$ cat config.mk
export PLATFORM = sky130hd
export DESIGN_NAME = radio_phy_state_tracker_flat
export DESIGN_NICKNAME = d
export VERILOG_FILES = /design/src/rtl/rpst_pkg.sv /design/src/rtl/rpst_ifs.sv /design/src/rtl/radio_phy_state_tracker.sv /design/src/flat_wrapper.sv
export SDC_FILE = /design/constraint.sdc
export NUM_CORES = 2
export LEC_CHECK = 0
export ABC_CLOCK_PERIOD_IN_PS = 14800
export BUFFER_PORTS_ARGS = -buffer_cell sky130_fd_sc_hd__buf_2
export CAP_MARGIN = 20
export CORE_UTILIZATION = 50
export DETAILED_ROUTE_END_ITERATION = 16
export PLACE_DENSITY = 0.72
export SYNTH_ARGS = -nofsm -noshare
export SYNTH_HDL_FRONTEND = slang
export SYNTH_SLANG_ARGS = --single-unit
$ cat constraint.sdc
create_clock -name clk -period 14.8 [get_ports clk]
set_input_delay 3.7 -clock clk [delete_from_list [all_inputs] [get_ports clk]]
set_output_delay 3.7 -clock clk [all_outputs]
set_load 0.05 [all_outputs]
$ cat src/rtl/rpst_pkg.sv
// ----------------------------------------------------------------------------
// rpst_pkg - radio PHY state tracker package
// Field widths, default time/span widths and the event, state and status
// codes shared by the channel interfaces, the tracker and its bench.
// ----------------------------------------------------------------------------
`default_nettype none

package rpst_pkg;

  // Default widths of timestamps and durations (ns)
  localparam int TIME_WIDTH_DEF = 48;
  localparam int SPAN_WIDTH_DEF = 32;

  // Fixed field widths
  localparam int MODE_W   = 4;
  localparam int PHY_W    = 3;
  localparam int STATUS_W = 2;

  // Event codes
  typedef enum logic [MODE_W-1:0] {
    MODE_QUERY  = 4'd0,
    MODE_TX     = 4'd1,
    MODE_RX     = 4'd2,
    MODE_SWITCH = 4'd3,
    MODE_CCA    = 4'd4,
    MODE_RX_END = 4'd5,
    MODE_SLEEP  = 4'd6,
    MODE_WAKE   = 4'd7,
    MODE_OFF    = 4'd8,
    MODE_ON     = 4'd9
  } mode_t;

  // PHY states
  typedef enum logic [PHY_W-1:0] {
    ST_IDLE  = 3'd0,
    ST_CCA   = 3'd1,
    ST_TX    = 3'd2,
    ST_RX    = 3'd3,
    ST_SW    = 3'd4,
    ST_SLEEP = 3'd5,
    ST_OFF   = 3'd6
  } phy_state_t;

  // Status codes
  typedef enum logic [STATUS_W-1:0] {
    STAT_OK      = 2'd0,
    STAT_ILLEGAL = 2'd1,
    STAT_ASLEEP  = 2'd2
  } status_t;

endpackage

`default_nettype wire

$ cat src/rtl/rpst_ifs.sv
// ----------------------------------------------------------------------------
// rpst_ifs - channel interfaces of the radio PHY state tracker
// Event item channel and result item channel, valid/ready handshake.
// ----------------------------------------------------------------------------
`default_nettype none

// Event items: mode, timestamp and duration
interface rpst_in_if #(
  parameter int TIME_WIDTH = rpst_pkg::TIME_WIDTH_DEF,
  parameter int SPAN_WIDTH = rpst_pkg::SPAN_WIDTH_DEF
);
  import rpst_pkg::*;

  logic                  valid;
  logic                  ready;
  logic [MODE_W-1:0]     mode;
  logic [TIME_WIDTH-1:0] now_time;
  logic [SPAN_WIDTH-1:0] span;

  modport source (output valid, mode, now_time, span, input ready);
  modport sink   (input valid, mode, now_time, span, output ready);
endinterface

// Result items: state after the event and the timing figures
interface rpst_out_if #(
  parameter int TIME_WIDTH = rpst_pkg::TIME_WIDTH_DEF,
  parameter int SPAN_WIDTH = rpst_pkg::SPAN_WIDTH_DEF
);
  import rpst_pkg::*;

  logic                  valid;
  logic                  ready;
  logic [PHY_W-1:0]      phy_state;
  logic [SPAN_WIDTH-1:0] idle_delay;
  logic [TIME_WIDTH-1:0] time_in_state;
  logic [SPAN_WIDTH-1:0] cca_left;
  logic [STATUS_W-1:0]   status;

  modport source (output valid, phy_state, idle_delay, time_in_state, cca_left, status,
                  input ready);
  modport sink   (input valid, phy_state, idle_delay, time_in_state, cca_left, status,
                  output ready);
endinterface

`default_nettype wire

$ cat src/rtl/radio_phy_state_tracker.sv
// ----------------------------------------------------------------------------
// radio_phy_state_tracker - radio PHY state tracker
// Follows the PHY state (off, sleep, tx, rx, switching, CCA busy, idle) from
// timestamped events, rejects illegal transitions and reports one result
// item per event item.
// ----------------------------------------------------------------------------
//  channel   direction  handshake     payload
//  in_ch     sink       valid/ready   mode, now_time, span
//  out_ch    source     valid/ready   phy_state, idle_delay, time_in_state,
//                                     cca_left, status
//
//  One item per cycle while out_ch does not stall; each item passes the
//  input register, then the result register, before its result is offered.
//  The tracker state is updated in the same cycle as the result register,
//  so the next item always sees the state left by the previous one.
//  Synchronous active-low reset clears the tracker state and both valid flags.
//  A stalled result holds the input register; in_ch.ready falls only when
//  both registers are full and out_ch.ready is low.
// ----------------------------------------------------------------------------
`default_nettype none

module radio_phy_state_tracker #(
  parameter int TIME_WIDTH = rpst_pkg::TIME_WIDTH_DEF,
  parameter int SPAN_WIDTH = rpst_pkg::SPAN_WIDTH_DEF
) (
  input  wire         clk,
  input  wire         rst_n,
  rpst_in_if.sink     in_ch,
  rpst_out_if.source  out_ch
);
  import rpst_pkg::*;

  // Widths for saturating arithmetic
  localparam int MAX_W = (TIME_WIDTH > SPAN_WIDTH) ? TIME_WIDTH : SPAN_WIDTH;
  localparam int SUM_W = MAX_W + 1;
  localparam logic [TIME_WIDTH-1:0] TIME_MAX = '1;
  localparam logic [SPAN_WIDTH-1:0] SPAN_MAX = '1;

  // now + span, saturating at the largest timestamp
  function automatic logic [TIME_WIDTH-1:0] add_sat(input logic [TIME_WIDTH-1:0] a,
                                                    input logic [SPAN_WIDTH-1:0] b);
    logic [SUM_W-1:0] s;
    s = SUM_W'(a) + SUM_W'(b);
    if (s[SUM_W-1:TIME_WIDTH] != '0) return TIME_MAX;
    return s[TIME_WIDTH-1:0];
  endfunction

  // end - now, clamped at zero and saturating at the largest span
  function automatic logic [SPAN_WIDTH-1:0] left_sat(input logic [TIME_WIDTH-1:0] e,
                                                     input logic [TIME_WIDTH-1:0] now);
    logic [MAX_W-1:0] d;
    d = '0;
    if (e <= now) return '0;
    d = MAX_W'(e - now);
    if (d > MAX_W'(SPAN_MAX)) return SPAN_MAX;
    return SPAN_WIDTH'(d);
  endfunction

  // State by priority
  function automatic phy_state_t cur_state(input logic off, input logic slp, input logic rx,
                                           input logic [TIME_WIDTH-1:0] txe,
                                           input logic [TIME_WIDTH-1:0] swe,
                                           input logic [TIME_WIDTH-1:0] ccae,
                                           input logic [TIME_WIDTH-1:0] now);
    if (off)         return ST_OFF;
    if (slp)         return ST_SLEEP;
    if (txe > now)   return ST_TX;
    if (rx)          return ST_RX;
    if (swe > now)   return ST_SW;
    if (ccae > now)  return ST_CCA;
    return ST_IDLE;
  endfunction

  // Input register
  logic                  in_v_r;
  logic [MODE_W-1:0]     mode_r;
  logic [TIME_WIDTH-1:0] now_r;
  logic [SPAN_WIDTH-1:0] span_r;

  // Tracker state
  logic                  off_r, off_nxt;
  logic                  sleep_r, sleep_nxt;
  logic                  rx_r, rx_nxt;
  logic [TIME_WIDTH-1:0] tx_end_r, tx_end_nxt;
  logic [TIME_WIDTH-1:0] rx_end_r, rx_end_nxt;
  logic [TIME_WIDTH-1:0] cca_end_r, cca_end_nxt;
  logic [TIME_WIDTH-1:0] sw_end_r, sw_end_nxt;
  logic [TIME_WIDTH-1:0] last_chg_r, last_chg_nxt;

  // Result register
  logic                  out_v_r;
  phy_state_t            phy_r, phy_nxt;
  logic [SPAN_WIDTH-1:0] delay_r, delay_nxt;
  logic [TIME_WIDTH-1:0] tis_r, tis_nxt;
  logic [SPAN_WIDTH-1:0] cca_left_r, cca_left_nxt;
  logic [STATUS_W-1:0]   status_r, status_nxt;

  logic                  in_ready;
  logic                  adv;
  phy_state_t            st_pre;
  logic                  bad;
  logic                  report_cca;
  logic [TIME_WIDTH-1:0] end_sum;

  // Handshake: the item in the input register moves on when the result slot is free
  assign adv      = in_v_r && (!out_v_r || out_ch.ready);
  assign in_ready = !in_v_r || adv;
  assign in_ch.ready = in_ready;

  // Event handling and result
  always_comb begin
    off_nxt      = off_r;
    sleep_nxt    = sleep_r;
    rx_nxt       = rx_r;
    tx_end_nxt   = tx_end_r;
    rx_end_nxt   = rx_end_r;
    cca_end_nxt  = cca_end_r;
    sw_end_nxt   = sw_end_r;
    last_chg_nxt = last_chg_r;
    bad          = 1'b0;
    report_cca   = 1'b0;
    end_sum      = add_sat(now_r, span_r);
    st_pre       = cur_state(off_r, sleep_r, rx_r, tx_end_r, sw_end_r, cca_end_r, now_r);

    case (mode_r)
      MODE_QUERY: begin
      end
      MODE_TX: begin
        if (st_pre inside {ST_IDLE, ST_CCA, ST_RX}) begin
          if (st_pre == ST_RX) begin
            rx_nxt     = 1'b0;
            rx_end_nxt = now_r;
          end
          tx_end_nxt   = end_sum;
          last_chg_nxt = now_r;
        end else begin
          bad = 1'b1;
        end
      end
      MODE_RX: begin
        if (st_pre inside {ST_IDLE, ST_CCA}) begin
          rx_nxt       = 1'b1;
          rx_end_nxt   = end_sum;
          last_chg_nxt = now_r;
        end else begin
          bad = 1'b1;
        end
      end
      MODE_SWITCH: begin
        if (st_pre inside {ST_IDLE, ST_CCA, ST_RX}) begin
          if (st_pre == ST_RX) begin
            rx_nxt     = 1'b0;
            rx_end_nxt = now_r;
          end
          if (now_r < cca_end_r) cca_end_nxt = now_r;
          sw_end_nxt   = end_sum;
          last_chg_nxt = now_r;
        end else begin
          bad = 1'b1;
        end
      end
      MODE_CCA: begin
        if (end_sum > cca_end_r) cca_end_nxt = end_sum;
      end
      MODE_RX_END: begin
        if (st_pre == ST_RX) begin
          rx_nxt       = 1'b0;
          last_chg_nxt = now_r;
        end else begin
          bad = 1'b1;
        end
      end
      MODE_SLEEP: begin
        if (st_pre inside {ST_IDLE, ST_CCA, ST_OFF}) begin
          sleep_nxt    = 1'b1;
          last_chg_nxt = now_r;
        end else begin
          bad = 1'b1;
        end
      end
      MODE_WAKE: begin
        if (st_pre == ST_SLEEP) begin
          sleep_nxt    = 1'b0;
          last_chg_nxt = now_r;
          if (end_sum > cca_end_r) cca_end_nxt = end_sum;
          report_cca   = 1'b1;
        end else begin
          bad = 1'b1;
        end
      end
      MODE_OFF: begin
        if (st_pre inside {ST_IDLE, ST_CCA, ST_RX, ST_TX, ST_SLEEP}) begin
          if (st_pre == ST_RX) begin
            rx_nxt     = 1'b0;
            rx_end_nxt = now_r;
          end
          if (st_pre == ST_TX) tx_end_nxt = now_r;
          off_nxt      = 1'b1;
          last_chg_nxt = now_r;
        end else begin
          bad = 1'b1;
        end
      end
      MODE_ON: begin
        if (st_pre == ST_OFF) begin
          off_nxt      = 1'b0;
          last_chg_nxt = now_r;
          if (end_sum > cca_end_r) cca_end_nxt = end_sum;
          report_cca   = 1'b1;
        end else begin
          bad = 1'b1;
        end
      end
      default: bad = 1'b1;
    endcase

    // State after the event and its figures
    phy_nxt = cur_state(off_nxt, sleep_nxt, rx_nxt, tx_end_nxt, sw_end_nxt, cca_end_nxt,
                        now_r);
    case (phy_nxt)
      ST_TX:   delay_nxt = left_sat(tx_end_nxt, now_r);
      ST_RX:   delay_nxt = left_sat(rx_end_nxt, now_r);
      ST_SW:   delay_nxt = left_sat(sw_end_nxt, now_r);
      ST_CCA:  delay_nxt = left_sat(cca_end_nxt, now_r);
      default: delay_nxt = '0;
    endcase

    tis_nxt      = (now_r > last_chg_nxt) ? (now_r - last_chg_nxt) : '0;
    cca_left_nxt = report_cca ? left_sat(cca_end_nxt, now_r) : '0;

    if (bad)                                         status_nxt = STAT_ILLEGAL;
    else if (phy_nxt == ST_SLEEP || phy_nxt == ST_OFF) status_nxt = STAT_ASLEEP;
    else                                             status_nxt = STAT_OK;
  end

  // Input register
  always_ff @(posedge clk) begin
    if (!rst_n) begin
      in_v_r <= 1'b0;
    end else if (in_ch.valid && in_ready) begin
      in_v_r <= 1'b1;
    end else if (adv) begin
      in_v_r <= 1'b0;
    end
    if (in_ch.valid && in_ready) begin
      mode_r <= in_ch.mode;
      now_r  <= in_ch.now_time;
      span_r <= in_ch.span;
    end
  end

  // Tracker state, updated as each item completes
  always_ff @(posedge clk) begin
    if (!rst_n) begin
      off_r      <= 1'b0;
      sleep_r    <= 1'b0;
      rx_r       <= 1'b0;
      tx_end_r   <= '0;
      rx_end_r   <= '0;
      cca_end_r  <= '0;
      sw_end_r   <= '0;
      last_chg_r <= '0;
    end else if (adv) begin
      off_r      <= off_nxt;
      sleep_r    <= sleep_nxt;
      rx_r       <= rx_nxt;
      tx_end_r   <= tx_end_nxt;
      rx_end_r   <= rx_end_nxt;
      cca_end_r  <= cca_end_nxt;
      sw_end_r   <= sw_end_nxt;
      last_chg_r <= last_chg_nxt;
    end
  end

  // Result register
  always_ff @(posedge clk) begin
    if (!rst_n) begin
      out_v_r <= 1'b0;
    end else if (adv) begin
      out_v_r <= 1'b1;
    end else if (out_ch.ready) begin
      out_v_r <= 1'b0;
    end
    if (adv) begin
      phy_r      <= phy_nxt;
      delay_r    <= delay_nxt;
      tis_r      <= tis_nxt;
      cca_left_r <= cca_left_nxt;
      status_r   <= status_nxt;
    end
  end

  assign out_ch.valid         = out_v_r;
  assign out_ch.phy_state     = phy_r;
  assign out_ch.idle_delay    = delay_r;
  assign out_ch.time_in_state = tis_r;
  assign out_ch.cca_left      = cca_left_r;
  assign out_ch.status        = status_r;

  // Checks
  a_ok_not_asleep: assert property (@(posedge clk) disable iff (!rst_n)
    out_v_r && (phy_r == ST_SLEEP || phy_r == ST_OFF) |-> status_r != STAT_OK)
    else $error("ok status reported while asleep or off");

  a_no_delay_when_idle: assert property (@(posedge clk) disable iff (!rst_n)
    out_v_r && (phy_r == ST_IDLE || phy_r == ST_SLEEP || phy_r == ST_OFF)
      |-> delay_r == '0)
    else $error("idle delay non-zero in a non-busy state");

  a_cca_left_legal: assert property (@(posedge clk) disable iff (!rst_n)
    out_v_r && cca_left_r != '0 |-> status_r != STAT_ILLEGAL)
    else $error("cca left reported for an ignored event");

  a_ready_stall: assert property (@(posedge clk) disable iff (!rst_n)
    !in_ready |-> in_v_r && out_v_r && !out_ch.ready)
    else $error("input stalled without a stalled result");

endmodule

`default_nettype wire

$ cat src/flat_wrapper.sv
// flat-port wrapper written by rule: the top's interface ports become plain ports
module radio_phy_state_tracker_flat import rpst_pkg::*;
#(
  parameter int TIME_WIDTH = rpst_pkg::TIME_WIDTH_DEF,
  parameter int SPAN_WIDTH = rpst_pkg::SPAN_WIDTH_DEF
)
  (clk, rst_n, in_ch_valid, in_ch_mode, in_ch_now_time, in_ch_span, in_ch_ready, out_ch_valid, out_ch_phy_state, out_ch_idle_delay, out_ch_time_in_state, out_ch_cca_left, out_ch_status, out_ch_ready);
  rpst_in_if #(.TIME_WIDTH(TIME_WIDTH), .SPAN_WIDTH(SPAN_WIDTH)) in_ch_i ();
  rpst_out_if #(.TIME_WIDTH(TIME_WIDTH), .SPAN_WIDTH(SPAN_WIDTH)) out_ch_i ();
  input  wire clk;
  input  wire rst_n;
  input wire logic [$bits(in_ch_i.valid)-1:0] in_ch_valid;
  input wire logic [$bits(in_ch_i.mode)-1:0] in_ch_mode;
  input wire logic [$bits(in_ch_i.now_time)-1:0] in_ch_now_time;
  input wire logic [$bits(in_ch_i.span)-1:0] in_ch_span;
  output wire logic [$bits(in_ch_i.ready)-1:0] in_ch_ready;
  output wire logic [$bits(out_ch_i.valid)-1:0] out_ch_valid;
  output wire logic [$bits(out_ch_i.phy_state)-1:0] out_ch_phy_state;
  output wire logic [$bits(out_ch_i.idle_delay)-1:0] out_ch_idle_delay;
  output wire logic [$bits(out_ch_i.time_in_state)-1:0] out_ch_time_in_state;
  output wire logic [$bits(out_ch_i.cca_left)-1:0] out_ch_cca_left;
  output wire logic [$bits(out_ch_i.status)-1:0] out_ch_status;
  input wire logic [$bits(out_ch_i.ready)-1:0] out_ch_ready;
  assign in_ch_i.valid = in_ch_valid;
  assign in_ch_i.mode = in_ch_mode;
  assign in_ch_i.now_time = in_ch_now_time;
  assign in_ch_i.span = in_ch_span;
  assign in_ch_ready = in_ch_i.ready;
  assign out_ch_valid = out_ch_i.valid;
  assign out_ch_phy_state = out_ch_i.phy_state;
  assign out_ch_idle_delay = out_ch_i.idle_delay;
  assign out_ch_time_in_state = out_ch_i.time_in_state;
  assign out_ch_cca_left = out_ch_i.cca_left;
  assign out_ch_status = out_ch_i.status;
  assign out_ch_i.ready = out_ch_ready;
  radio_phy_state_tracker #(.TIME_WIDTH(TIME_WIDTH), .SPAN_WIDTH(SPAN_WIDTH)) u_core (.clk(clk), .rst_n(rst_n), .in_ch(in_ch_i), .out_ch(out_ch_i));
endmodule
# Word-level counts from Yosys, hierarchy flattened
# Index checks and enable logic that the tools add are counted.
[classes]
add_sub_neg = 6
order_cmp = 17
eq_ne = 20
n_mux = 163
reduce_logical = 17
[ops]
columns = ["cell", "n"]
rows = [
  ["2-to-1 mux 48 bit", 23],
  ["2-to-1 mux 32 bit", 18],
  ["> comparator 48 bit", 8],
  ["one-hot mux 48 bit (7 select lines)", 1],
  ["subtractor 48 bit", 5],
  ["> comparator 48 x 32 -> 1 bit, second input constant", 4],
  ["less-or-equal comparator 48 bit", 4],
  ["one-hot mux 48 bit (4 select lines)", 1],
  ["one-hot mux 48 bit (3 select lines)", 1],
  ["one-hot mux 32 bit (4 select lines)", 1],
  ["one-hot mux 48 bit (2 select lines)", 1],
  ["2-to-1 mux 1 bit", 85],
  ["2-to-1 mux 3 bit", 26],
  ["adder 48 x 32 -> 49 bit", 1],
  ["< comparator 48 bit", 1],
  ["equality test 4 x 3 -> 1 bit, second input constant", 4],
  ["equality test 3 bit, second input constant", 5],
  ["equality test 3 x 2 -> 1 bit, second input constant", 4],
  ["equality test 4 x 2 -> 1 bit, second input constant", 2],
  ["equality test 4 bit, second input constant", 2],
  ["one-hot mux 1 bit (8 select lines)", 1],
  ["equality test 3 x 1 -> 1 bit, second input constant", 2],
  ["one-hot mux 1 bit (2 select lines)", 3],
  ["nonzero test 2 bit", 3],
  ["other kinds (11)", 17],
]
[word_totals]
register_bits = 446
output_inout_bits = 119
word_cells = 241

# Longest topological paths before layout
[logic_depth]
word_depth = 55
mapped_depth = 42

# Worst setup path before layout
# Ideal clock, no wire load.
[synth_timing]
path_type = "register -> register"
startpoint = "reg u_core.now_r[0]"
endpoint = "reg u_core.delay_r[31] (netlist: u_core.out_ch.idle_delay[31]), data pin"
t_arrival_ns = 9.019
required_time_ns = 14.533
setup_slack_ns = 5.514
stages_incl_launch_ff = 41
n_path_buf = 3
period_less_slack_ns = 9.286
path_cell_list = "edfxtp_1 -> ha_1 -> fa_1 -> a21oi_1 -> o21ai_0 -> a21o_1 -> a21oi_1 -> a2111oi_2 -> o21ai_1 -> o22a_1 -> buf_2 -> nand2_1 -> o31ai_1 -> inv_1 -> ha_1 -> and3_1 -> a221oi_1 -> o21ai_0 -> (+5 left out) -> clkbuf_1 -> a221oi_1 -> a21oi_1 -> nor2_1 -> a21oi_1 -> ha_1 -> a21o_1 -> or4_1 -> o21a_1 -> o211ai_1 -> nand3_1 -> a2111o_1 -> or4_1 -> nor3_1 -> nand4_1 -> clkbuf_1 -> o21ai_0 -> nand4_1"
[synth_via]
elab_chain_len = 32
[synth_rtl]
columns = ["element", "line", "source"]
rows = [
  ["from (decl)", "radio_phy_state_tracker.sv:77", "logic [TIME_WIDTH-1:0] now_r;"],
  ["from (signal assigned)", "radio_phy_state_tracker.sv:247", "now_r <= in_ch.now_time;"],
  ["> comparator 48 bit", "radio_phy_state_tracker.sv:70", "if (ccae > now) return ST_CCA;"],
  ["2-to-1 mux 1 bit (2 in a row)", "radio_phy_state_tracker.sv:70", ""],
  ["2-to-1 mux 1 bit", "radio_phy_state_tracker.sv:69", "if (swe > now) return ST_SW;"],
  ["2-to-1 mux 1 bit", "radio_phy_state_tracker.sv:68", "if (rx) return ST_RX;"],
  ["2-to-1 mux 1 bit", "radio_phy_state_tracker.sv:67", "if (txe > now) return ST_TX;"],
  ["2-to-1 mux 1 bit", "radio_phy_state_tracker.sv:66", "if (slp) return ST_SLEEP;"],
  ["2-to-1 mux 3 bit", "radio_phy_state_tracker.sv:71", "return ST_IDLE;"],
  ["2-to-1 mux 3 bit", "radio_phy_state_tracker.sv:70", ""],
  ["(+4 left out)", "--", ""],
  ["equality test 3 x 1 -> 1 bit (tied with other cells)", "radio_phy_state_tracker.sv:150", "if (st_pre inside {ST_IDLE, ST_CCA, ST_RX}) begin"],
  ["nonzero test 3 bit", "radio_phy_state_tracker.sv:150", ""],
  ["2-to-1 mux 48 bit", "radio_phy_state_tracker.sv:150", ""],
  ["one-hot mux 48 bit (4 select lines) *", "radio_phy_state_tracker.sv:125", "case (mode_r)"],
  ["named net u_core.cca_end_nxt[5]", "radio_phy_state_tracker.sv:86", "logic [TIME_WIDTH-1:0] cca_end_r, cca_end_nxt;"],
  ["branches (longest 14 deep; another with subtractor 48 bit)", "--", ""],
  ["one-hot mux 32 bit (4 select lines) *", "radio_phy_state_tracker.sv:220", "case (phy_nxt)"],
  ["named net u_core.delay_nxt[31]", "radio_phy_state_tracker.sv:93", "logic [SPAN_WIDTH-1:0] delay_r, delay_nxt;"],
  ["to (signal assigned)", "radio_phy_state_tracker.sv:286", "delay_r <= delay_nxt;"],
  ["to (decl)", "radio_phy_state_tracker.sv:93", ""],
]
# Mark *: on every way through the listed nets, which the timed path passes. The select of a mux whose other input is x is not followed.
# A chain may end at the register's enable or synchronous reset.

# Final worst setup path
[layout_timing]
startpoint = "reg u_core.now_r[0]"
endpoint = "reg u_core.delay_r[2] (netlist: u_core.out_ch.idle_delay[2]), data pin"
[layout_via]
elab_chain_len = 32
[layout_rtl]
columns = ["element", "line"]
rows = [
  ["branches (longest 31 deep; another with > comparator 48 bit)", "--"],
  ["one-hot mux 32 bit (4 select lines) *", "radio_phy_state_tracker.sv:220"],
  ["named net u_core.delay_nxt[2]", "radio_phy_state_tracker.sv:93"],
]
# Marked as above.

==> impl_metrics.yaml <==
run_status:
  status: "finished with violations"
  violations: "capacitance limit"
logic_synthesis:
  ys_warn_count: 0
  syn-cell-area_sq_um: 41920
  syn-mean-instance-area_sq_um: 7.833
  synth_top_flop_cell: "dfxtp_1"
  post-synth-top-count-cell: "nand2_1"
  synth_nets: 5910
  synth-edff-count: 201
  synthArstFlopShare_pct: 0
  syn_inst: 5352
  ys_types: 105
  synth_seq_cells: 446
  synth_top_area_share_pct: 14.40
  synth_area_leaders: "edfxtp_1 (14%), ha_1 (14%), dfxtp_1 (12%), a21oi_1 (6.3%), o21ai_0 (6.0%)"
  ys_top_cells_by_count: "nand2_1 (570), a21oi_1 (529), o21ai_0 (501)"
  yosysSeqAreaShare_pct: 26.10
  yosysTopAreaCell: "edfxtp_1"
critical_path:
  cp_data_arrival_time_ns: 13.00
  critPathLaunchType: "register"
  timing.rr.end: "u_core.out_ch.idle_delay[2]"
  path_common_cell: "a21oi_1"
  cp-end-kind: "register"
  r2r_setup_slack_ns: 2.18
  timing.rr.start: "u_core.now_r[0]"
  cp_slowest_stage_delay_ns: 0.75
  crit_family: "simple AND/OR/NAND/NOR gates"
  crit_buf_inv: 1
  path_max_fanout: 50
  worst-setup-path-type: "reg -> reg"
  crit_path_start: "u_core.now_r[0]"
  cp_slowest_cell: "nand2b_2"
  reg2reg_depth: 39
  crit_required_ns: 15.18
sta:
  setup_viol: 0
  slew_viol_final: 0
  rsz0062_at_grt: "false"
  period_needed_ns: 12.62
  hold_viol_final: 0
  fmax_ghz: 0.07921
  relSlewSlack_pct: 1.103
  tns_ns: 0
  tightest_slew_ns: 1.472
  skew_ns: 0.04632
  fin_crit_sh_pct: 85.30
floorplanning:
  start_util_pct: 50.81
  dieArea_sq_um: 85010
  die_h_um: 291.6
  row_count: 105
  core_region_area_sq_um: 82500
  pin_count: 207
  die_w_um: 291.6
routing:
  routedWlPerCell_um: 28.85
  wl_met2_mm: 77.36
  route.top_layer_used: "met5"
  drt-pass1-iter-count: 9
  routed_wl_mm: 188.5
  vias: 44500
  drc: 0
  detail-route-antenna-nets: 0
  via_per_inst: 6.811
  wl_met1_mm: 72.28
  wl_met3_mm: 20.70
  drtIter0Drc: 5986
pwr:
  finalPower_w: 0.004474
  share_comb_of_total_power_pct: 35.5
  clkPwrFrac_pct: 32.7
  p_leak_nw: 19.71
  ir_drop_v: 0.0001087
  power_density_nw_per_um2: 97.92
  internal_power_w: 0.002722
  p_seq_share_pct: 31.8
  p_switching_w: 0.001752
  swShare_pct: 39.16
cts:
  cts_setup_buffers: 0
  cts_tree: "done"
  cts_resized: 0
  cts_root_buffer: "clkbuf_16"
  cts_sinks: 446
  clk_latency_ns: 0.66
  cts_hold_buf: 0
  numCtsBuffers: 53
  clock_path_buffers: 3
  cts_max_level: 2
  path_clk_slew_ns: 0.07
cells_and_area:
  fin_nets: 5974
  finalInstanceArea_sq_um: 45690
  syn_to_final_growth_pct: 8.995
  drive_gt1_share_pct: 8.735
global_routing:
  antenna_found_initial: 9
  grt_usage_pct: 42.76
  grt_pass1_wl_mm: 270.6
  grt_max_degree: 106
  overflow: 0
  first_global_vias: 40250
placed_design:
  dpl-instance-area_sq_um: 43760
  place.port_buffers: 206
  dpl.hpwl_mm: 145.5
  gp_congestion: 1.092
run:
  drv_cap: 1
hold_path:
  hold_path.class: "reg -> reg"
  hp-start: "u_core.last_chg_r[43]"
  holdPathStages: 2
  holdPathEnd: "u_core.last_chg_r[43]"
[power groups by stage]
stage / Combinational, W / Clock, W / Sequential, W
after floorplan: 0.000972 / 0 / 0.00151
after detailed placement: 0.00152 / 0 / 0.00144
after global placement: 0.00152 / 0 / 0.00144
after global routing: 0.00168 / 0.00150 / 0.00142
final: 0.00159 / 0.00147 / 0.00142
after CTS: 0.00153 / 0.00146 / 0.00142
[flip-flops by register name, indices dropped and copies added (netlist names), 4 cells and up]
| register | flops |
|---|---|
| u_core.out_ch.time_in_state | 48 |
| u_core.last_chg_r | 48 |
| u_core.out_ch.idle_delay | 32 |
| u_core.now_r | 48 |
| u_core.cca_end_r | 48 |
| u_core.rx_end_r | 48 |
| u_core.out_ch.cca_left | 32 |
| u_core.mode_r | 4 |
| u_core.span_r | 32 |
| u_core.tx_end_r | 48 |
| u_core.sw_end_r | 48 |
[placed cells by master (no fill, tap or decap), drive strengths merged, types with 23 or more instances in the layout]
| cell | n |
|---|---|
| and3 | 43 |
| or3 | 26 |
| nand4 | 108 |
| dfxtp | 245 |
| o211ai | 38 |
| o21bai | 40 |
| o22ai | 23 |
| inv | 240 |
| edfxtp | 201 |
| ha | 464 |
| a22oi | 63 |
| o21ai | 555 |
| xor2 | 84 |
| nor4 | 29 |
| nand2 | 570 |
| nor2b | 42 |
| buf | 285 |
| o21a | 61 |
| mux2i | 76 |
| xnor2 | 143 |
| nand2b | 51 |
| a31oi | 69 |
| and2 | 30 |
| nor3 | 78 |
| nor2 | 457 |
| clkbuf | 65 |
| a221oi | 38 |
| a211oi | 60 |
| a21oi | 533 |
| nand3 | 143 |
| a21o | 201 |
[worst max path at each step]
stage,endpoint,cells past startpoint
floorplan,u_core.out_ch.idle_delay[31],40
global placement,u_core.out_ch.idle_delay[2],39
detailed placement,u_core.out_ch.idle_delay[2],39
CTS,u_core.out_ch.idle_delay[2],39
global route,u_core.out_ch.idle_delay[25],39
finish,u_core.out_ch.idle_delay[2],39
[per-layer routing]
layer | track usage [%] | vias up
li1 | - | 20020
met1 | 53.97 | 20850
met2 | 62.91 | 2936
met3 | 9.514 | 680
met4 | 33.90 | 6
met5 | 0 | -
[stage by stage]
step                      util, %  hold slack (ns)  setup slack (ns)  instances
after CTS                   55.32           0.4499             2.758       6527
after detailed placement    53.04           0.4417             2.830       6427
after global routing        55.38           0.4707             1.595       6532
after floorplan                 -           0.4239             5.514       5352
final                       55.38           0.4502             2.176       6533
after global placement      53.04           0.4348             2.973       6427
[worst register-to-register path: cells and delay by family, from the launching register on]
| family | cells | cell delay, ns |
|---|---|---|
| adders and majority gates | 5 | 1.80 |
| DFF | 1 | 0.65 |
| and+or+nand+nor | 14 | 4.83 |
| buffers and inverters | 1 | 0.31 |
| AOI/OAI and AO/OA | 19 | 4.79 |
[cell type report]
class,instances,area (sq um)
well taps,1070,1339
clock inverters,35,476.7
diodes,2,5.005
fillers,7801,36810
repair buffers,285,1645
flip-flops and latches,446,10940
inverters,239,905.9
multi-input cells,4391,28980
clock buffers,65,1401
[cell families (layout without fill, tap and decap cells)]
kind of cell | Yosys count | in the layout | share of synthesized area (%)
and+or+nand+nor | 1644 | 1644 | 18.18
buffers and inverters | 515 | 624 | 4.939
muxes | 82 | 82 | 1.976
adders and majority gates | 470 | 470 | 14.13
AOI/OAI and AO/OA | 1968 | 1968 | 29.93
xor gates and xnor gates | 227 | 227 | 4.742
DFF | 446 | 446 | 26.10
other | 0 | 2 | 0
No activity file was read; power rests on OpenSTA's default activity.
